[config.mk]
export PLATFORM = sky130hd
export DESIGN_NAME = aspw_ctrl
export DESIGN_NICKNAME = d
export VERILOG_FILES = /design/src/rtl/aspw_pkg.sv /design/src/rtl/aspw_ctrl.sv
export SDC_FILE = /design/constraint.sdc
export NUM_CORES = 1
export LEC_CHECK = 0
export ABC_AREA = 1
export BUFFER_PORTS_ARGS = -buffer_cell sky130_fd_sc_hd__buf_2
export CAP_MARGIN = 20
export CORE_AREA = 3 3 40 42
export DETAILED_ROUTE_END_ITERATION = 7
export DIE_AREA = 0 0 43 45
export GPL_TIMING_DRIVEN = 0
export HOLD_SLACK_MARGIN = 0.03
export PLACE_DENSITY = 0.67
export SYNTH_ARGS = -nofsm -noshare
export SYNTH_HDL_FRONTEND = slang
export SYNTH_SLANG_ARGS = --single-unit
export TNS_END_PERCENT = 5
[constraint.sdc]
create_clock -name clk -period 1.71 [get_ports clk]
set_input_delay 0.0855 -clock clk [delete_from_list [all_inputs] [get_ports clk]]
set_output_delay 0.0855 -clock clk [all_outputs]
set_load 0.03 [all_outputs]
[src/rtl/aspw_pkg.sv]
// ----------------------------------------------------------------------------
// aspw_pkg: shared types and constants
// Item layouts, configuration set, and the command/status bundle that joins
// the controller and the datapath of the plot window.
// ----------------------------------------------------------------------------
package aspw_pkg;

    localparam int SAMPLE_W   = 8;
    localparam int HEIGHT_W   = 6;
    localparam int SLOT_W     = 6;
    localparam int SUM_W      = 14;
    localparam int DIVISOR_W  = 8;
    localparam int APB_DATA_W = 32;
    localparam int APB_ADDR_W = 4;

    localparam logic [HEIGHT_W-1:0] PLOT_HEIGHT_RST = 6'd63;
    localparam logic [SAMPLE_W-1:0] RANGE_LOW_RST   = 8'd0;
    localparam logic [SAMPLE_W-1:0] RANGE_HIGH_RST  = 8'd255;
    localparam logic                AUTO_EXPAND_RST = 1'b1;

    typedef enum logic {
        OP_PUSH  = 1'b0,
        OP_CLEAR = 1'b1
    } op_t;

    typedef enum logic [1:0] {
        REG_PLOT_HEIGHT = 2'd0,
        REG_RANGE_LOW   = 2'd1,
        REG_RANGE_HIGH  = 2'd2,
        REG_AUTO_EXPAND = 2'd3
    } reg_index_t;

    typedef struct packed {
        op_t                 op;
        logic [SAMPLE_W-1:0] flow_sample;
    } in_item_t;

    typedef struct packed {
        logic [SLOT_W-1:0]   slot_index;
        logic [HEIGHT_W-1:0] point_height;
        logic [SAMPLE_W-1:0] sample_value;
        logic [SAMPLE_W-1:0] mean_flow;
        logic [SAMPLE_W-1:0] current_low;
        logic [SAMPLE_W-1:0] current_high;
        logic                last;
    } out_item_t;

    typedef struct packed {
        logic [HEIGHT_W-1:0] plot_height;
        logic [SAMPLE_W-1:0] range_low;
        logic [SAMPLE_W-1:0] range_high;
        logic                auto_expand;
    } cfg_t;

    typedef enum logic {
        RD_SLOT = 1'b0,
        RD_HEAD = 1'b1
    } rd_sel_t;

    typedef enum logic {
        DIV_ROW  = 1'b0,
        DIV_MEAN = 1'b1
    } div_sel_t;

    typedef enum logic {
        ROW_MEM = 1'b0,
        ROW_NEW = 1'b1
    } row_src_t;

    typedef struct packed {
        logic     load_push;
        logic     load_clear;
        logic     rd_en;
        rd_sel_t  rd_sel;
        logic     row_prep;
        row_src_t row_src;
        logic     div_start;
        div_sel_t div_sel;
        logic     height_wr;
        logic     drop;
        logic     insert;
        logic     mean_ld;
        logic     slot_clr;
        logic     slot_inc;
        logic     out_load;
    } dp_cmd_t;

    typedef struct packed {
        logic recalc;
        logic full;
        logic slot_last;
        logic div_busy;
        logic out_free;
    } dp_status_t;

endpackage

[src/rtl/aspw_ctrl.sv]
// ----------------------------------------------------------------------------
// aspw_ctrl: sequencing state machine
// Walks a push through rescale, drop, insert, mean and the result run; a clear is taken in idle.
// ----------------------------------------------------------------------------
module aspw_ctrl (
    input  logic                 clk,
    input  logic                 rst_n,
    input  logic                 in_valid,
    input  aspw_pkg::op_t        in_op,
    output logic                 in_ready,
    input  aspw_pkg::dp_status_t status,
    output aspw_pkg::dp_cmd_t    cmd
);

    typedef enum logic [3:0] {
        S_IDLE,
        S_RC_READ,
        S_RC_MUL,
        S_RC_DIV,
        S_RC_WAIT,
        S_PLACE,
        S_DROP,
        S_NEW_MUL,
        S_NEW_DIV,
        S_NEW_WAIT,
        S_MEAN_DIV,
        S_MEAN_WAIT,
        S_OUT_READ,
        S_OUT_LOAD
    } state_t;

    state_t state_reg;
    state_t state_next;

    always_ff @(posedge clk or negedge rst_n)
    begin
        if (!rst_n)
        begin
            state_reg <= S_IDLE;
        end
        else
        begin
            state_reg <= state_next;
        end
    end

    assign in_ready = state_reg == S_IDLE;

    always_comb
    begin
        cmd        = '0;
        state_next = state_reg;
        unique case (state_reg)
            S_IDLE:
            begin
                if (in_valid)
                begin
                    cmd.slot_clr = 1'b1;
                    if (in_op == aspw_pkg::OP_CLEAR)
                    begin
                        cmd.load_clear = 1'b1;
                    end
                    else
                    begin
                        cmd.load_push = 1'b1;
                        state_next    = status.recalc ? S_RC_READ : S_PLACE;
                    end
                end
            end
            S_RC_READ:
            begin
                cmd.rd_en  = 1'b1;
                cmd.rd_sel = aspw_pkg::RD_SLOT;
                state_next = S_RC_MUL;
            end
            S_RC_MUL:
            begin
                cmd.row_prep = 1'b1;
                cmd.row_src  = aspw_pkg::ROW_MEM;
                state_next   = S_RC_DIV;
            end
            S_RC_DIV:
            begin
                cmd.div_start = 1'b1;
                cmd.div_sel   = aspw_pkg::DIV_ROW;
                state_next    = S_RC_WAIT;
            end
            S_RC_WAIT:
            begin
                if (!status.div_busy)
                begin
                    cmd.height_wr = 1'b1;
                    if (status.slot_last)
                    begin
                        state_next = S_PLACE;
                    end
                    else
                    begin
                        cmd.slot_inc = 1'b1;
                        state_next   = S_RC_READ;
                    end
                end
            end
            S_PLACE:
            begin
                if (status.full)
                begin
                    cmd.rd_en  = 1'b1;
                    cmd.rd_sel = aspw_pkg::RD_HEAD;
                    state_next = S_DROP;
                end
                else
                begin
                    state_next = S_NEW_MUL;
                end
            end
            S_DROP:
            begin
                cmd.drop   = 1'b1;
                state_next = S_NEW_MUL;
            end
            S_NEW_MUL:
            begin
                cmd.row_prep = 1'b1;
                cmd.row_src  = aspw_pkg::ROW_NEW;
                state_next   = S_NEW_DIV;
            end
            S_NEW_DIV:
            begin
                cmd.div_start = 1'b1;
                cmd.div_sel   = aspw_pkg::DIV_ROW;
                state_next    = S_NEW_WAIT;
            end
            S_NEW_WAIT:
            begin
                if (!status.div_busy)
                begin
                    cmd.insert = 1'b1;
                    state_next = S_MEAN_DIV;
                end
            end
            S_MEAN_DIV:
            begin
                cmd.div_start = 1'b1;
                cmd.div_sel   = aspw_pkg::DIV_MEAN;
                state_next    = S_MEAN_WAIT;
            end
            S_MEAN_WAIT:
            begin
                if (!status.div_busy)
                begin
                    cmd.mean_ld  = 1'b1;
                    cmd.slot_clr = 1'b1;
                    state_next   = S_OUT_READ;
                end
            end
            S_OUT_READ:
            begin
                if (status.out_free)
                begin
                    cmd.rd_en  = 1'b1;
                    cmd.rd_sel = aspw_pkg::RD_SLOT;
                    state_next = S_OUT_LOAD;
                end
            end
            S_OUT_LOAD:
            begin
                cmd.out_load = 1'b1;
                if (status.slot_last)
                begin
                    state_next = S_IDLE;
                end
                else
                begin
                    cmd.slot_inc = 1'b1;
                    state_next   = S_OUT_READ;
                end
            end
            default:
            begin
                state_next = S_IDLE;
            end
        endcase
    end

endmodule

==> Yosys cells after proc, flatten, opt, wreduce, memory -nomap -nowiden <==
Cells that the tools add are included.
{ "word_totals": {"register_bits": 4, "inputBits": 9, "elab_cells": 55} }
{ "classes": {"n_eq_ne": 19, "mux": 32, "reduce_logical": 3} }
{ "ops": {"columns": ["operator", "count"], "rows": [
  ["$pmux W4 S14", 1],
  ["$mux W4", 7],
  ["$eq A4 B4 Y1 const B", 6],
  ["$eq A4 B3 Y1 const B", 4],
  ["$mux W1", 12],
  ["$ne A2 B2 Y1 const B", 6],
  ["$mux W2", 5],
  ["$eq A4 B2 Y1 const B", 2],
  ["$pmux W2 S2", 2],
  ["$mux W3", 2],
  ["$pmux W2 S3", 1],
  ["$reduce_and A6 Y1", 1],
  ["$eq A4 B1 Y1 const B", 1],
  ["$logic_not A4 Y1", 1],
  ["$pmux W1 S2", 2],
  ["$reduce_or A2 Y1", 1]
]} }

==> Logic depth before layout (Yosys ltp) <==
Gate-level depths: netlist of the first run.
{ "logic_depth": {"ltp_word": 4, "depth_mapped": 9, "mapped_depth_nobuf": 8} }

==> Worst setup path before layout of the first run <==
Ideal clock, no wire load.
{ "synth_path": {"kind": "reg2out", "startpoint": "register state_reg[0]", "endpoint": "output port cmd[13] in the netlist's numbering", "arrival_ns": 1.707, "required_ns": 1.624, "path_slack_ns": -0.082, "stages_incl_launch_ff": 7, "path_buffers": 1, "path_cell_list": "dfrtp_1 > buf_4 > nor2_4 > inv_1 > nor3_2 > nand2_1 > nor2_1"} }
{ "synth_rtl": {"columns": ["element", "line", "source"], "rows": [
  ["start, declared", "aspw_ctrl.sv:32", "state_t state_reg;"],
  ["start signal, assigned", "aspw_ctrl.sv:43", "state_reg <= state_next;"],
  ["end, declared", "aspw_ctrl.sv:12", "output aspw_pkg::dp_cmd_t cmd"]
]} }

==> results of run 1 <==
logic make-up (layout without fill, tap and decap cells):
family	count (synthesis)	after routing	share of synthesized area, %
simple gates	49	49	47.0
buf+inv	21	49	17.2
compound gates	12	12	15.2
flops	4	4	20.6
Yosys cell counts, types with 2 or more instances:
library cell  number
nor2_4             2
nand3_1            9
o21ai_0            4
inv_1             17
o211ai_1           2
nor2_2             2
nor3_2             2
nor2_1            13
dfrtp_1            4
nand2_1           20
inv_2              2
power by group through the flow:
stage          clock [mW]  sequential [mW]  combinational (mW)
3_3_place_gp            0            0.217               0.836
4_1_cts             0.118            0.216               0.843
5_1_grt             0.124            0.225               0.971
2_1_floorplan           0            0.203               0.647
3_5_place_dp            0            0.217               0.839
6_report            0.116            0.217               0.863
worst paths after layout:
check                          endpoint  slack [ns]
setup / recovery                 cmd[7]        0.11
hold / removal             state_reg[3]        0.19
setup reg to reg           state_reg[2]        0.42
hold reg to reg            state_reg[0]        0.74
max in group asynchronous  state_reg[0]        1.40
min in group clk           state_reg[1]        0.22
layout by cell type (no fill, tap or decap), types with 3 or more instances in the layout:
cell	instances
buf_2	21
nand2_1	20
inv_1	17
nor2_1	13
nand3_1	9
o21ai_0	4
clkbuf_4	4
dfrtp_1	4
buf_4	3
per-layer routing:
metal  vias to the layer above  part of all wire [%]
met5                         -                     0
met3                         4                   5.6
met2                        21                    48
met4                         0                   3.1
met1                       259                    43
li1                        325                     -
metrics by stage:
step,instances,hold slack (ns)
finish,129,0.189
global route,129,0.215
CTS,128,0.183
detailed placement,124,-0.110
global placement,124,-0.110
floorplan,86,-0.210
area by class of cell:
type                       instances  share of cell area [%]
multi-input combinational         61                    45.5
timing repair buffer              25                    20.7
sequential                         4                    15.0
inverter                          19                    10.7
clock buffer                       3                    3.38
tap                               15                    2.82
buffer                             2                    1.88
worst max-delay path, cell delays in order (launching register included):
cell and delay [ns]:
dfrtp_1 0.48, inv_2 0.07, nor2_2 0.18, inv_1 0.09
nor3_1 0.20, buf_2 0.26
timing repair:
action | CTS | global route
buffers inserted | 0 | 1
hold buffers | 1 | 0
endpoints found under the setup margin | 0 | 3
gates resized for setup | 0 | 2
endpoints found under the hold margin | 4 | 0
==> reports/metrics.yaml, run 1 <==
setup_path:
  end_kind: "output port"
  reg2reg_from: "state_reg[0]"
  reg2reg_depth: 9
  worstSetupPathType: "register to output port"
  critPathArrivalTime_ns: 1.52
  start_kind: "register"
  worstSetupStartpoint: "state_reg[3]"
  cp_max_fo: 6
  required_ns: 1.62
synthesis:
  yosys.area.top_type: "dfrtp_1"
  synth_edf_count: 0
  synth_area_um2: 487
  synthArstFlopShare_pct: 100
  synth-main-ff-cell: "dfrtp_1"
  synth.top_cell.area_share_pct: 20.6
  ys_types: 20
  syn_area_per_cell_um2: 5.66
  syn-instance-count: 86
  yosysSeqAreaShare_pct: 20.6
  synth-seq-cells: 4
  syn_nets: 95
  synth_area_leaders: "dfrtp_1, nand2_1, inv_1, nor2_1, nand3_1"
  yosys_warnings: 0
timing:
  relSlewSlack_pct: 79.9
  post-route-period-util_pct: 93.6
  hold_viol_final: 0
  setup_ws_ns: 0.109
  rsz0062_at_grt: "no"
  fmax_mhz: 625
  fin_setup_tns_ns: 0
  period_minus_slack_ns: 1.60
  finalSetupViolCount: 0
  tightest_slew_ns: 0.300
  clock_skew_ns: 0.00615
  slew_violations: 0
worst_hold_path:
  hp-class: "primary input to async pin"
final_layout:
  multi_input_area_um2: 303
  postLayoutCellArea_um2: 666
  seqCellArea_um2: 100
  fillers: 144
  nets: 125
  largest_reg_flops: 4
  diodes: 0
  post-route-util_pct: 51.8
  drive_gt1_share_pct: 32.5
  synthToLayoutAreaGrowth_pct: 36.8
global_routing:
  busiest_layer: "met2"
  antenna_found_initial: 0
  overflow: 0
  grt_usage_pct: 14.8
  grt_first_pass_wirelength_um: 2230
  use_met1_pct: 19.2
  met3_usage_pct: 2.39
  grt_pass1_vias: 548
  use_met2_pct: 25.7
  grt_max_degree: 9
power:
  pwr-share-comb_pct: 72.2
  p_leak_nw: 0.419
  clkPwrFrac_pct: 9.7
  power_switching_mw: 0.701
  ir_worst_vdd_mv: 0.645
  swShare_pct: 58.6
  p_int_mw: 0.495
  power_mw: 1.20
  pwr-share-seq_pct: 18.2
  p_per_area_nw_per_um2: 1800
floorplanning:
  initial_core_util_pct: 37.9
  core-area_um2: 1280
  num_rows: 13
  die_w_um: 43
  ios: 25
  dieArea_um2: 1940
  fp.dieH_um: 45
clock_network:
  clock-sinks: 4
  h-tree-depth: 1
  clock_latency_ns: 0.23
  path_clk_slew_ns: 0.04
  cts_made_buffers: 3
  root_buffer: "clkbuf_4"
  cts_buffer_depth: 2
  cts_tree: "done"
detailed_routing:
  dr.pass1.iters: 4
  via_per_inst: 4.72
  drc: 0
  drtIter0Drc: 12
  ant_nets: 0
  via_count: 609
  drt-total-wl_um: 1330
  drt-wirelength-per-cell_um: 10.3
flow_run:
  cap_violations: 0
placement:
  dp_slack_ns: 0.348
  place_congestion: 0.875
  dpl_cell_area_um2: 621
  hpwl_um: 1090
  io_buffers: 23
outcome:
  status: "finished, final reports clean"
Note: power is estimated with default switching activity, not from simulation.
==> run 2: changes to the inputs <==
--- a/config.mk
+++ b/config.mk
@@ -13,7 +13,7 @@
 export DIE_AREA = 0 0 43 45
 export GPL_TIMING_DRIVEN = 0
 export HOLD_SLACK_MARGIN = 0.03
-export PLACE_DENSITY = 0.67
+export PLACE_DENSITY = 0.69
 export SYNTH_ARGS = -nofsm -noshare
 export SYNTH_HDL_FRONTEND = slang
 export SYNTH_SLANG_ARGS = --single-unit
==> reports/metrics.yaml, run 2 (synthesis results as in run 1) <==
timing:
  finalSetupViolCount: 0
  hold_viol_final: 0
  slew_violations: 0
  clock_skew_ns: 0.0154
  post-route-period-util_pct: 95.1
  fin_setup_tns_ns: 0
  period_minus_slack_ns: 1.63
  fmax_mhz: 615
  relSlewSlack_pct: 78.8
  tightest_slew_ns: 0.317
floorplanning:
  core-area_um2: 1280
  die_w_um: 43
  num_rows: 13
  initial_core_util_pct: 37.9
  dieArea_um2: 1940
  fp.dieH_um: 45
  ios: 25
outcome:
  status: "finished, final reports clean"
power:
  p_leak_nw: 0.422
  ir_worst_vdd_mv: 0.709
  p_per_area_nw_per_um2: 1830
  power_mw: 1.25
clock_network:
  cts_tree: "done"
  path_clk_slew_ns: 0.05
  root_buffer: "clkbuf_4"
  h-tree-depth: 1
  clock-sinks: 4
  cts_made_buffers: 3
  clock_latency_ns: 0.25
  cts_buffer_depth: 2
final_layout:
  seqCellArea_um2: 101
  mostFrequentLayoutCells: "nand2_1, buf_2, inv_1"
  drive_gt1_share_pct: 34.8
  diodes: 0
  nets: 126
  synthToLayoutAreaGrowth_pct: 39.8
  largest_reg_flops: 4
  fillers: 140
  post-route-util_pct: 53.0
  multi_input_area_um2: 303
flow_run:
  cap_violations: 0
placement:
  hpwl_um: 1070
  io_buffers: 23
  place_congestion: 0.822
detailed_routing:
  drtIter0Drc: 13
  drt-wirelength-per-cell_um: 10.6
  drt-total-wl_um: 1380
  drc: 0
  via_count: 626
  dr.pass1.iters: 5
  via_per_inst: 4.82
  ant_nets: 0
setup_path:
  critPathArrivalTime_ns: 1.54
  worstSetupPathType: "register to output port"
  path_cells: "buf_6 > nor2_4 > inv_2 > nor3_2 > nand2_1 > nor2_1 > buf_4"
  end_kind: "output port"
  cp_max_fo: 8
  slowest_delay_ns: 0.36
  path_buf_inv: 3
  required_ns: 1.62
  path_delay_family: "simple AND/OR/NAND/NOR gates"
  cp_slowest_cell: "dfrtp_1"
  start_kind: "register"
global_routing:
  antenna_found_initial: 0
  overflow: 0
  grt_first_pass_wirelength_um: 2160
  grt_pass1_vias: 530
  grt_max_degree: 9
  grt_usage_pct: 14.7
worst_hold_path:
  hp-class: "primary input to async pin"
## run 2: cell count changes in the layout (fill, tap and decap cells not counted)
cell / previous run / this run
dfrtp_1: 4 / 3
o21ai_0: 4 / 3
o21ai_1: 1 / 2
clkbuf_4: 4 / 3
buf_4: 3 / 5
buf_2: 21 / 20
buf_6: 0 / 1
inv_2: 2 / 3
dfrtp_2: 0 / 1
inv_1: 17 / 16
## run 2: stage by stage
| stage | instances | setup WS, ns | hold slack (ns) | cell area [um2] |
|---|---|---|---|---|
| after CTS | 128 | 0.0720 | 0.161 | 653 |
| final | 130 | 0.0839 | 0.172 | 681 |
| after detailed placement | 124 | 0.338 | -0.107 | 621 |
| after global placement | 124 | 0.345 | -0.107 | 621 |
| after floorplan | 86 | -0.0823 | -0.210 | 487 |
| after global routing | 130 | -0.0362 | 0.194 | 681 |
## run 2: path summary, 6_finish.rpt
| path | from | end | slack (ns) | cells past startpoint |
|---|---|---|---|---|
| max | state_reg[0] | cmd[13] | 0.08 | 7 |
| min | rst_n | state_reg[3] | 0.17 | 2 |
| max reg2reg | state_reg[3] | state_reg[2] | 0.42 | 7 |
| min reg2reg | state_reg[0] | state_reg[0] | 0.74 | 4 |
| max in group asynchronous | rst_n | state_reg[1] | 1.39 | 2 |
| min in group clk | status[1] | state_reg[1] | 0.21 | 3 |
## run 2: final cells by class
type	count	area share, %
clock buffers	3	3.31
inverters	19	10.5
well taps	15	2.76
multi-input cells	61	44.5
flip-flops and latches	4	14.9
repair buffers	26	21.7
plain buffers	2	2.39
## run 2: where the power goes
part           internal [mW]  switching, mW  total, mW
combinational          0.301          0.596      0.896
sequential             0.144         0.0810      0.225
clock                 0.0791         0.0480      0.127
total                  0.524          0.725       1.25
## run 2: routing by layer
metal / global-route usage, % / wire length (um)
met5: 0 / 0
met4: 3.61 / 8
met3: 5.18 / 85
met2: 24.3 / 666
met1: 18.4 / 616
## run 2: repair_timing
action | in CTS | in global routing
buffers inserted | 0 | 2
setup endpoints to repair | 0 | 3
hold buffers | 1 | 0
endpoints found under the hold margin | 4 | 0
resized for setup | 0 | 9
