$ cat config.mk
export PLATFORM = sky130hd
export DESIGN_NAME = aspw_datapath_flat
export DESIGN_NICKNAME = d
export VERILOG_FILES = /design/src/rtl/aspw_pkg.sv /design/src/rtl/aspw_stream_if.sv /design/src/rtl/aspw_div.sv /design/src/rtl/aspw_datapath.sv /design/src/flat_wrapper.sv
export SDC_FILE = /design/constraint.sdc
export NUM_CORES = 1
export LEC_CHECK = 0
export BUFFER_PORTS_ARGS = -buffer_cell sky130_fd_sc_hd__buf_2
export CAP_MARGIN = 20
export CORE_UTILIZATION = 56
export DETAILED_ROUTE_END_ITERATION = 10
export GPL_ROUTABILITY_DRIVEN = 0
export GPL_TIMING_DRIVEN = 0
export PLACE_DENSITY = 0.81
export SLEW_MARGIN = 10
export SYNTH_ARGS = -nofsm -noshare
export SYNTH_HDL_FRONTEND = slang
export SYNTH_SLANG_ARGS = --single-unit
$ cat constraint.sdc
create_clock -name clk -period 4 [get_ports clk]
set_input_delay 1 -clock clk [delete_from_list [all_inputs] [get_ports clk]]
set_output_delay 1 -clock clk [all_outputs]
set_load 0.1 [all_outputs]
$ cat src/rtl/aspw_pkg.sv
// ----------------------------------------------------------------------------
// aspw_pkg: shared types and constants
// Item layouts, configuration set, and the command/status bundle that joins
// the controller and the datapath of the plot window.
// ----------------------------------------------------------------------------
package aspw_pkg;

    localparam int SAMPLE_W   = 8;
    localparam int HEIGHT_W   = 6;
    localparam int SLOT_W     = 6;
    localparam int SUM_W      = 14;
    localparam int DIVISOR_W  = 8;
    localparam int APB_DATA_W = 32;
    localparam int APB_ADDR_W = 4;

    localparam logic [HEIGHT_W-1:0] PLOT_HEIGHT_RST = 6'd63;
    localparam logic [SAMPLE_W-1:0] RANGE_LOW_RST   = 8'd0;
    localparam logic [SAMPLE_W-1:0] RANGE_HIGH_RST  = 8'd255;
    localparam logic                AUTO_EXPAND_RST = 1'b1;

    typedef enum logic {
        OP_PUSH  = 1'b0,
        OP_CLEAR = 1'b1
    } op_t;

    typedef enum logic [1:0] {
        REG_PLOT_HEIGHT = 2'd0,
        REG_RANGE_LOW   = 2'd1,
        REG_RANGE_HIGH  = 2'd2,
        REG_AUTO_EXPAND = 2'd3
    } reg_index_t;

    typedef struct packed {
        op_t                 op;
        logic [SAMPLE_W-1:0] flow_sample;
    } in_item_t;

    typedef struct packed {
        logic [SLOT_W-1:0]   slot_index;
        logic [HEIGHT_W-1:0] point_height;
        logic [SAMPLE_W-1:0] sample_value;
        logic [SAMPLE_W-1:0] mean_flow;
        logic [SAMPLE_W-1:0] current_low;
        logic [SAMPLE_W-1:0] current_high;
        logic                last;
    } out_item_t;

    typedef struct packed {
        logic [HEIGHT_W-1:0] plot_height;
        logic [SAMPLE_W-1:0] range_low;
        logic [SAMPLE_W-1:0] range_high;
        logic                auto_expand;
    } cfg_t;

    typedef enum logic {
        RD_SLOT = 1'b0,
        RD_HEAD = 1'b1
    } rd_sel_t;

    typedef enum logic {
        DIV_ROW  = 1'b0,
        DIV_MEAN = 1'b1
    } div_sel_t;

    typedef enum logic {
        ROW_MEM = 1'b0,
        ROW_NEW = 1'b1
    } row_src_t;

    typedef struct packed {
        logic     load_push;
        logic     load_clear;
        logic     rd_en;
        rd_sel_t  rd_sel;
        logic     row_prep;
        row_src_t row_src;
        logic     div_start;
        div_sel_t div_sel;
        logic     height_wr;
        logic     drop;
        logic     insert;
        logic     mean_ld;
        logic     slot_clr;
        logic     slot_inc;
        logic     out_load;
    } dp_cmd_t;

    typedef struct packed {
        logic recalc;
        logic full;
        logic slot_last;
        logic div_busy;
        logic out_free;
    } dp_status_t;

endpackage

$ cat src/rtl/aspw_stream_if.sv
// ----------------------------------------------------------------------------
// aspw_stream_if: valid/ready channel
// Carries one payload per transaction, accepted when valid and ready are high.
// ----------------------------------------------------------------------------
interface aspw_stream_if #(
    parameter type payload_t = logic
) ();

    logic     valid;
    logic     ready;
    payload_t payload;

    modport source (
        output valid,
        output payload,
        input  ready
    );

    modport sink (
        input  valid,
        input  payload,
        output ready
    );

endinterface

$ cat src/rtl/aspw_div.sv
// ----------------------------------------------------------------------------
// aspw_div: serial restoring divider
// One quotient bit per cycle while busy; the quotient is complete once busy falls.
// ----------------------------------------------------------------------------
module aspw_div (
    input  logic                           clk,
    input  logic                           rst_n,
    input  logic                           start,
    input  logic [aspw_pkg::SUM_W-1:0]     dividend,
    input  logic [aspw_pkg::DIVISOR_W-1:0] divisor,
    output logic                           busy,
    output logic [aspw_pkg::SUM_W-1:0]     quotient
);

    localparam int CNT_W = $clog2(aspw_pkg::SUM_W);

    logic [aspw_pkg::DIVISOR_W-1:0] rem_reg;
    logic [aspw_pkg::DIVISOR_W-1:0] den_reg;
    logic [aspw_pkg::SUM_W-1:0]     quo_reg;
    logic [CNT_W-1:0]               cnt_reg;
    logic                           busy_reg;
    logic [aspw_pkg::DIVISOR_W:0]   trial;
    logic [aspw_pkg::DIVISOR_W:0]   diff;
    logic                           fits;

    assign trial = {rem_reg, quo_reg[aspw_pkg::SUM_W-1]};
    assign diff  = trial - {1'b0, den_reg};
    assign fits  = trial >= {1'b0, den_reg};

    always_ff @(posedge clk or negedge rst_n)
    begin
        if (!rst_n)
        begin
            busy_reg <= 1'b0;
            cnt_reg  <= '0;
        end
        else if (start)
        begin
            busy_reg <= 1'b1;
            cnt_reg  <= CNT_W'(aspw_pkg::SUM_W - 1);
        end
        else if (busy_reg)
        begin
            if (cnt_reg == '0)
            begin
                busy_reg <= 1'b0;
            end
            cnt_reg <= cnt_reg - 1'b1;
        end
    end

    always_ff @(posedge clk)
    begin
        if (start)
        begin
            rem_reg <= '0;
            den_reg <= divisor;
            quo_reg <= dividend;
        end
        else if (busy_reg)
        begin
            rem_reg <= fits ? diff[aspw_pkg::DIVISOR_W-1:0] : trial[aspw_pkg::DIVISOR_W-1:0];
            quo_reg <= {quo_reg[aspw_pkg::SUM_W-2:0], fits};
        end
    end

    assign busy     = busy_reg;
    assign quotient = quo_reg;

endmodule

$ cat src/rtl/aspw_datapath.sv
// ----------------------------------------------------------------------------
// aspw_datapath: window storage and arithmetic
// Ring buffer of samples and heights, range, running sum, mean, row scaling
// through the shared divider, and the result register.
// ----------------------------------------------------------------------------
module aspw_datapath #(
    parameter int WINDOW_DEPTH = 32
) (
    input  logic                          clk,
    input  logic                          rst_n,
    input  aspw_pkg::cfg_t                cfg,
    input  logic [aspw_pkg::SAMPLE_W-1:0] flow_sample,
    input  aspw_pkg::dp_cmd_t             cmd,
    output aspw_pkg::dp_status_t          status,
    aspw_stream_if.source                 points
);

    localparam int IDX_W = (WINDOW_DEPTH > 1) ? $clog2(WINDOW_DEPTH) : 1;
    localparam int CNT_W = $clog2(WINDOW_DEPTH + 1);
    localparam int SW    = aspw_pkg::SAMPLE_W;
    localparam int HW    = aspw_pkg::HEIGHT_W;

    logic [SW-1:0] sample_mem [WINDOW_DEPTH];
    logic [HW-1:0] height_mem [WINDOW_DEPTH];

    logic [IDX_W-1:0]           head_reg;
    logic [IDX_W-1:0]           slot_reg;
    logic [CNT_W-1:0]           fill_reg;
    logic [aspw_pkg::SUM_W-1:0] sum_reg;
    logic [SW-1:0]              mean_reg;
    logic [SW-1:0]              low_reg;
    logic [SW-1:0]              high_reg;
    logic [SW-1:0]              new_reg;
    logic [SW-1:0]              smp_rd_reg;
    logic [HW-1:0]              hgt_rd_reg;
    logic [aspw_pkg::SUM_W-1:0] prod_reg;
    logic                       ge_high_reg;
    logic                       le_low_reg;
    logic                       out_valid_reg;
    aspw_pkg::out_item_t        out_item_reg;

    logic [IDX_W-1:0]               slot_addr;
    logic [IDX_W-1:0]               tail_addr;
    logic [IDX_W-1:0]               head_inc;
    logic [IDX_W-1:0]               rd_addr;
    logic [SW-1:0]                  row_x;
    logic [SW-1:0]                  row_diff;
    logic [aspw_pkg::SUM_W-1:0]     prod_next;
    logic [HW-1:0]                  row_value;
    logic                           div_go;
    logic [aspw_pkg::SUM_W-1:0]     div_dividend;
    logic [aspw_pkg::DIVISOR_W-1:0] div_divisor;
    logic                           div_busy;
    logic [aspw_pkg::SUM_W-1:0]     div_quotient;
    logic [SW-1:0]                  exp_low;
    logic [SW-1:0]                  exp_high;
    aspw_pkg::out_item_t            out_item_next;

    function automatic logic [IDX_W-1:0] wrap_idx(input logic [IDX_W:0] a);
        if (a >= (IDX_W+1)'(WINDOW_DEPTH))
        begin
            return IDX_W'(a - (IDX_W+1)'(WINDOW_DEPTH));
        end
        return IDX_W'(a);
    endfunction

    assign slot_addr = wrap_idx({1'b0, head_reg} + {1'b0, slot_reg});
    assign tail_addr = wrap_idx({1'b0, head_reg} + (IDX_W+1)'(fill_reg));
    assign head_inc  = wrap_idx({1'b0, head_reg} + (IDX_W+1)'(1));
    assign rd_addr   = (cmd.rd_sel == aspw_pkg::RD_HEAD) ? head_reg : slot_addr;

    assign row_x     = (cmd.row_src == aspw_pkg::ROW_NEW) ? new_reg : smp_rd_reg;
    assign row_diff  = high_reg - row_x;
    assign prod_next = aspw_pkg::SUM_W'(cfg.plot_height) * aspw_pkg::SUM_W'(row_diff);

    always_comb
    begin
        if (ge_high_reg)
        begin
            row_value = '0;
        end
        else if (le_low_reg)
        begin
            row_value = cfg.plot_height;
        end
        else
        begin
            row_value = div_quotient[HW-1:0];
        end
    end

    assign div_go = cmd.div_start &&
                    (cmd.div_sel == aspw_pkg::DIV_MEAN || (!ge_high_reg && !le_low_reg));
    assign div_dividend = (cmd.div_sel == aspw_pkg::DIV_MEAN) ? sum_reg : prod_reg;
    assign div_divisor  = (cmd.div_sel == aspw_pkg::DIV_MEAN) ?
                          aspw_pkg::DIVISOR_W'(fill_reg) : (high_reg - low_reg);

    aspw_div u_div (
        .clk      (clk),
        .rst_n    (rst_n),
        .start    (div_go),
        .dividend (div_dividend),
        .divisor  (div_divisor),
        .busy     (div_busy),
        .quotient (div_quotient)
    );

    assign exp_low  = (cfg.auto_expand && flow_sample < low_reg) ? flow_sample : low_reg;
    assign exp_high = (cfg.auto_expand && flow_sample > high_reg) ? flow_sample : high_reg;

    always_ff @(posedge clk or negedge rst_n)
    begin
        if (!rst_n)
        begin
            head_reg <= '0;
            slot_reg <= '0;
            fill_reg <= '0;
            sum_reg  <= '0;
            mean_reg <= '0;
            low_reg  <= aspw_pkg::RANGE_LOW_RST;
            high_reg <= aspw_pkg::RANGE_HIGH_RST;
        end
        else
        begin
            if (cmd.load_clear)
            begin
                head_reg <= '0;
                fill_reg <= '0;
                sum_reg  <= '0;
                mean_reg <= '0;
                low_reg  <= cfg.range_low;
                high_reg <= cfg.range_high;
            end
            if (cmd.load_push)
            begin
                low_reg  <= exp_low;
                high_reg <= exp_high;
            end
            if (cmd.drop)
            begin
                head_reg <= head_inc;
                fill_reg <= fill_reg - 1'b1;
                sum_reg  <= sum_reg - aspw_pkg::SUM_W'(smp_rd_reg);
            end
            if (cmd.insert)
            begin
                fill_reg <= fill_reg + 1'b1;
                sum_reg  <= sum_reg + aspw_pkg::SUM_W'(new_reg);
            end
            if (cmd.mean_ld)
            begin
                mean_reg <= div_quotient[SW-1:0];
            end
            if (cmd.slot_clr)
            begin
                slot_reg <= '0;
            end
            else if (cmd.slot_inc)
            begin
                slot_reg <= slot_reg + 1'b1;
            end
        end
    end

    always_ff @(posedge clk)
    begin
        if (cmd.load_push)
        begin
            new_reg <= flow_sample;
        end
        if (cmd.rd_en)
        begin
            smp_rd_reg <= sample_mem[rd_addr];
            hgt_rd_reg <= height_mem[rd_addr];
        end
        if (cmd.row_prep)
        begin
            ge_high_reg <= row_x >= high_reg;
            le_low_reg  <= row_x <= low_reg;
            prod_reg    <= prod_next;
        end
    end

    always_ff @(posedge clk)
    begin
        if (cmd.insert)
        begin
            sample_mem[tail_addr] <= new_reg;
            height_mem[tail_addr] <= row_value;
        end
        else if (cmd.height_wr)
        begin
            height_mem[slot_addr] <= row_value;
        end
    end

    always_comb
    begin
        out_item_next.slot_index   = aspw_pkg::SLOT_W'(slot_reg);
        out_item_next.point_height = hgt_rd_reg;
        out_item_next.sample_value = smp_rd_reg;
        out_item_next.mean_flow    = mean_reg;
        out_item_next.current_low  = low_reg;
        out_item_next.current_high = high_reg;
        out_item_next.last         = status.slot_last;
    end

    always_ff @(posedge clk or negedge rst_n)
    begin
        if (!rst_n)
        begin
            out_valid_reg <= 1'b0;
        end
        else if (cmd.out_load)
        begin
            out_valid_reg <= 1'b1;
        end
        else if (points.ready)
        begin
            out_valid_reg <= 1'b0;
        end
    end

    always_ff @(posedge clk)
    begin
        if (cmd.out_load)
        begin
            out_item_reg <= out_item_next;
        end
    end

    assign points.valid   = out_valid_reg;
    assign points.payload = out_item_reg;

    assign status.recalc    = cfg.auto_expand && (fill_reg != '0);
    assign status.full      = fill_reg == CNT_W'(WINDOW_DEPTH);
    assign status.slot_last = (CNT_W'(slot_reg) + CNT_W'(1)) == fill_reg;
    assign status.div_busy  = div_busy;
    assign status.out_free  = !out_valid_reg || points.ready;

endmodule

$ cat src/flat_wrapper.sv
// flat-port wrapper written by rule: the top's interface ports become plain ports
module aspw_datapath_flat 
#(
    parameter int WINDOW_DEPTH = 32
)
  (clk, rst_n, cfg, flow_sample, cmd, status, points_valid, points_payload, points_ready);
  aspw_stream_if points_i ();
  input  logic clk;
  input  logic rst_n;
  input  aspw_pkg::cfg_t cfg;
  input  logic [aspw_pkg::SAMPLE_W-1:0] flow_sample;
  input  aspw_pkg::dp_cmd_t cmd;
  output aspw_pkg::dp_status_t status;
  output wire logic [$bits(points_i.valid)-1:0] points_valid;
  output wire logic [$bits(points_i.payload)-1:0] points_payload;
  input wire logic [$bits(points_i.ready)-1:0] points_ready;
  assign points_valid = points_i.valid;
  assign points_payload = points_i.payload;
  assign points_i.ready = points_ready;
  aspw_datapath #(.WINDOW_DEPTH(WINDOW_DEPTH)) u_core (.clk(clk), .rst_n(rst_n), .cfg(cfg), .flow_sample(flow_sample), .cmd(cmd), .status(status), .points(points_i));
endmodule
### Yosys cells after proc, flatten, opt, wreduce, memory -nomap -nowiden

Memory sizes are Yosys's and may differ from the RTL's. A register that Yosys moved wholly into a read port is not among the register bits.
Cells that the tools add are included.

* $add $sub $neg: 11
* order comparisons: 7
* equal/unequal tests: 4
* multiplexer cells: 33
* reduce and logical (&&, ||, !) cells: 20

Operators with widths (count)
* two-way mux 8 bit: 7
* two-way mux 5 bit: 11
* greater-or-equal comparator 6 bit (second input constant): 3
* two-way mux 6 bit: 3
* subtractor 5 x 1 -> 5 bit (second input constant): 3
* adder 5 x 1 -> 6 bit (second input constant): 2
* two-way mux 1 bit: 10
* nonzero test 2 bit: 5
* greater-or-equal comparator 8 bit: 1
* greater-than comparator 8 bit: 1
* <= comparator 8 bit: 1
* < comparator 8 bit: 1
* two-way mux 4 bit: 2
* adder 5 x 5 -> 6 bit: 1
* adder 5 x 6 -> 6 bit: 1
* adder 6 x 1 -> 6 bit (second input constant): 1
* equality test 6 bit: 1
* equality test 6 bit (second input constant): 1
* nonzero test 6 bit: 1
* subtractor 6 x 1 -> 6 bit (second input constant): 1
* adder 5 x 1 -> 5 bit (second input constant): 1
* logical AND 1 bit: 5
* logical NOT 4 bit: 1
* inequality test 2 x 1 -> 1 bit (second input constant): 2
* other kinds (5): 9

* flip-flop bits (word level): 49
* bits in writable memories: 256
* bits of input ports: 49
* output and inout bits: 7
* logic and storage cells: 88
* memories kept: 1

Memories
* u_core.sample_mem: depth 32, width 8, rd ports 1, clocked after Yosys merged registers in 1, wr ports 1, line aspw_datapath.sv:23 `logic [SW-1:0] sample_mem [WINDOW_DEPTH];`

### Depth between registers and ports, before layout

* depth after elaboration: 5
* mapped depth: 9
* depth with buffers taken out: 9

### Hierarchy

From an unflattened synthesis, not the netlist that was laid out.

* cell total of the unflattened synthesis: 1564
* area total of the unflattened synthesis: 20487.1 um^2

Modules (own cells, without submodules)
* aspw_datapath: instances 1, cells each 1398, area an instance 18602.8 um^2, sequential area each 9864.5 um^2
* aspw_div: instances 1, cells each 166, area an instance 1884.3 um^2, sequential area each 945.9 um^2

### Least setup slack after synthesis

No wires, ideal clock.

* path type: reg2out
* start point: register u_core.fill_reg[3]
* end point: output status[2] (netlist name)
* arrival time: 4100 ps
* required time: 3000 ps
* path slack: -1100 ps
* stages on the path, launching flop included: 7
* path buffers: 1
* path through: dfrtp_1 -> clkbuf_1 -> xor2_1 -> nor2_1 -> a211oi_1 -> a41oi_1 -> nor4_1

RTL lines
* start: declaration: line aspw_datapath.sv:28 `logic [CNT_W-1:0] fill_reg;`
* start signal: assignment: line aspw_datapath.sv:142 `fill_reg <= fill_reg - 1'b1;`
* start signal: assignment: line aspw_datapath.sv:147 `fill_reg <= fill_reg + 1'b1;`
* end: declaration: line flat_wrapper.sv:13 `output aspw_pkg::dp_status_t status;`

### Final worst setup path

* start point: register u_core.head_reg[0]
* end point: register u_core.smp_rd_reg[3], read port of u_core.sample_mem, data pin

* word-level cells in the longest chain between the ends: 5
* elaborated cells between the ends (all ways): 7
* classes of those cells: add/sub: 2; order compare: 1; mux: 4

RTL lines
* start: declaration: line aspw_datapath.sv:26 `logic [IDX_W-1:0] head_reg;`
* start signal: assignment: line aspw_datapath.sv:141 `head_reg <= head_inc;`
* adder 5 x 5 -> 6 bit: line aspw_datapath.sv:67 `assign slot_addr = wrap_idx({1'b0, head_reg} + {1'b0, slot_reg});`
* subtractor 5 x 1 -> 5 bit or greater-or-equal comparator 6 bit (tied branches): line aspw_datapath.sv:62, aspw_datapath.sv:60
* two-way mux 5 bit or two-way mux 1 bit (tied branches): line aspw_datapath.sv:60 `if (a >= (IDX_W+1)'(WINDOW_DEPTH))`
* two-way mux 5 bit: line aspw_datapath.sv:64 `return IDX_W'(a);`
* two-way mux 5 bit (*): line aspw_datapath.sv:70 `assign rd_addr = (cmd.rd_sel == aspw_pkg::RD_HEAD) ? head_reg : slot_addr;`
* end: declaration: line aspw_datapath.sv:34 `logic [SW-1:0] smp_rd_reg;`

Mark *: on every way between the ends. The rest lies on a longest branch, timed or not. The select of a mux whose other input is x is not followed.
A chain may end at the register's enable or synchronous reset.

==> metrics.txt <==
clk_lat worst skew=0.58 ns; Post CTS Setup Buffer Count=0; core outline area=25300 um2; Hold WS=0.521 ns; Syn Inst Count=about 910; min-delay src=u_core.points.valid$_DFFE_PN0P_; Final ANT Viol Nets=0; Worst Hold End=u_core.points.valid$_DFFE_PN0P_; Root Driver=clkbuf_16; FF-to-FF path depth=9; Layout Nets=between 1000 and 1500; residual DRC count=0; minimum clock period=between 3 and 4 ns; share of post-route cells with drive strength above 1=0.159; cell area after layout=roughly 16000 um2; Setup Crit Path Kind=reg2reg; Fin Clk Skew=~0.019 ns; cell with the most instances after synthesis=edfxtp_1; Synth Area per Inst=~16 um2; pre-CTS WS=~0.21 ns; fmax=0.258 GHz; Seq cells post-synth=around 310; diode count=0; Reg2Reg Setup Slack=around 0.12 ns; Initial Util=0.573; number of synthesized flops with an enable pin=275; DP Area=15200 um2; register area share after synthesis=0.635; Max transition margin=0.398; Reg area=~9200 um2; met1 Usage GRT=0.323; worst hold-check path type=reg2reg; CP delay by family, top=multiplexers; P_leak=between 0.005 and 0.006 uW; post-CTS sizing=0; Inserted Clock Buffers=31; FF-to-FF Start=u_core.head_reg[0]$_DFFE_PN0P_; met2 Usage GRT=0.421; Die H=163 um; Reg clk slew, reported paths=about 0.060 ns; pin count of the biggest net entering global routing=39; FP Rows=between 50 and 60; TritonRoute pass-1 iters=5; # fillers=between 1500 and 2000; Final Hold Fails=0; first-pass GRT wire length=a little under 50000 um; Sinks on Clock Net=around 310; largest area contributor in the netlist=edfxtp_1; CTS tree=done; DRT Wirelength=approximately 32000 um; Global Route met3 Usage=0.0311; YS warnings=0; Buffers & Inverters on Critical Path=3; CP startpoint kind=register; Post-Syn Nets=1003; Synth area leaders=edfxtp_1 57%, mux4_1 6.9%, dfrtp_1 5.2%; boundary pin count=56; final setup vio count=0; fin crit share=0.969; max reg flops=about 260; GRT Max-Usage Layer=met2; Synth top area share=0.569; reg-to-reg endpoint=u_core.smp_rd_reg[3]$_DFFE_PP_; status=finished clean; Largest Register=u_core.sample_mem; Multi-input gate area=4930 um2; P&R area growth vs syn=12.6%; Worst path slowest cell=clkbuf_1; IO Port Bufs=44; Total Routing Usage GR=0.243; H-tree levels=1; Worst EP arrival=between 4 and 5 ns; Max Slew Vio Count=0; Worst EP required=about 4.3 ns; total number of vias=8554; number of global-route vias before repair=about 8500; Mapped Area=14500 um2; Post-synth top cells=275 x edfxtp_1, 72 x nor2_1, 51 x mux2i_1, 45 x ha_1, 38 x mux4_1; CP peak stage delay=roughly 0.54 ns; Die X=about 160 um; Slew @ Worst Pin=0.903 ns; Synth async-reset ratio=0.121; initial antenna violation count=0; Setup TNS=0 ns; DPL Wire Length=about 20000 um; Main synth FF type=edfxtp_1; clock tree buffer depth=3; critical-path cell list=ha_1 > inv_1 > fa_1 > mux2i_4 > clkbuf_1 > buf_2 > mux4_1 > mux2i_1 > a221oi_1; routed vias/inst=6.35; Overflow after GRT=0; PnR Total Power=9590 uW; die area=between 20000 and 30000 um2; worst setup margin=~0.12 ns; Peak VDD IR=~440 uV; Hold Path Stages=2; PD cells=just under 600 nW/um2; WL/cell=between 20 and 25 um; DR iter-0 viols=990; CP Capture Type=register; cts hold-fix bufs=0; maxcap violations=0; RSZ-0062 raised after global routing=false; crit path max fanout=10; Yosys cell types=57
metal layers:
metal	share of wire	wire length, um
met1	0.39	12300
met2	0.52	16400
met3	0.075	2400
met4	0.022	699
met5	0	0
layout by cell type (no fill, tap or decap), types with 9 or more instances in the layout:
master and count:
and3_1 13, dfrtp_1 30, a311oi_1 16, edfxtp_1 275, inv_1 26, ha_1 45, or4_1 9, mux4_1 38
a21o_1 10, clkbuf_16 31, nand2_1 28, mux4_2 26, buf_2 47, nor2_1 72, nor3_1 22, nand3_1 31
o21ai_0 14, a211o_1 10, clkbuf_1 38, xnor2_1 10, mux2i_1 51, a21oi_1 18, xor2_1 13
metrics by stage:
step | std cells | utilization
after floorplan | 907 | -
after global placement | 1281 | 0.598
after detailed placement | 1281 | 0.598
after CTS | 1339 | 0.638
after global routing | 1347 | 0.645
final | 1347 | 0.645
cell type report:
cell class                      instances  area share
Clock inverter                         20      0.0124
Multi-Input combinational cell        520       0.302
Inverter                               26     0.00597
Buffer                                 48      0.0167
Sequential cell                       313       0.564
Clock buffer                           38      0.0491
Timing Repair Buffer                   52      0.0247
Tap cell                              330      0.0253
tightest hold or removal path, stage by stage, from the launching register on:
cell and delay (ns):
dfrtp_1 0.34, nand2b_1 0.08, nand2b_1 0.07
how the worst max path moves through the flow:
stage,startpoint,endpoint,depth (start not counted)
after global routing,u_core.head_reg[0]$_DFFE_PN0P_,u_core.smp_rd_reg[3]$_DFFE_PP_,9
after global placement,u_core.head_reg[0]$_DFFE_PN0P_,u_core.smp_rd_reg[3]$_DFFE_PP_,9
after CTS,u_core.head_reg[0]$_DFFE_PN0P_,u_core.smp_rd_reg[3]$_DFFE_PP_,9
after floorplan,u_core.fill_reg[3]$_DFFE_PN0P_,status[2],6
after detailed placement,u_core.head_reg[0]$_DFFE_PN0P_,u_core.smp_rd_reg[3]$_DFFE_PP_,9
final,u_core.head_reg[0]$_DFFE_PN0P_,u_core.smp_rd_reg[3]$_DFFE_PP_,9
report_power, final:
part	switching [uW]	internal (uW)	leakage, uW
registers	221	4010	0.00294
clock network	1260	1630	0.000482
logic	1470	999	0.00238
kinds of logic after synthesis:
logic type / share of synthesized area
buf+inv: 0.0255
compound gates: 0.0591
mux: 0.154
flops: 0.635
simple gates: 0.0710
fa+ha+maj: 0.0416
xor+xnor: 0.0139
Note: power is estimated with default switching activity, not from simulation.
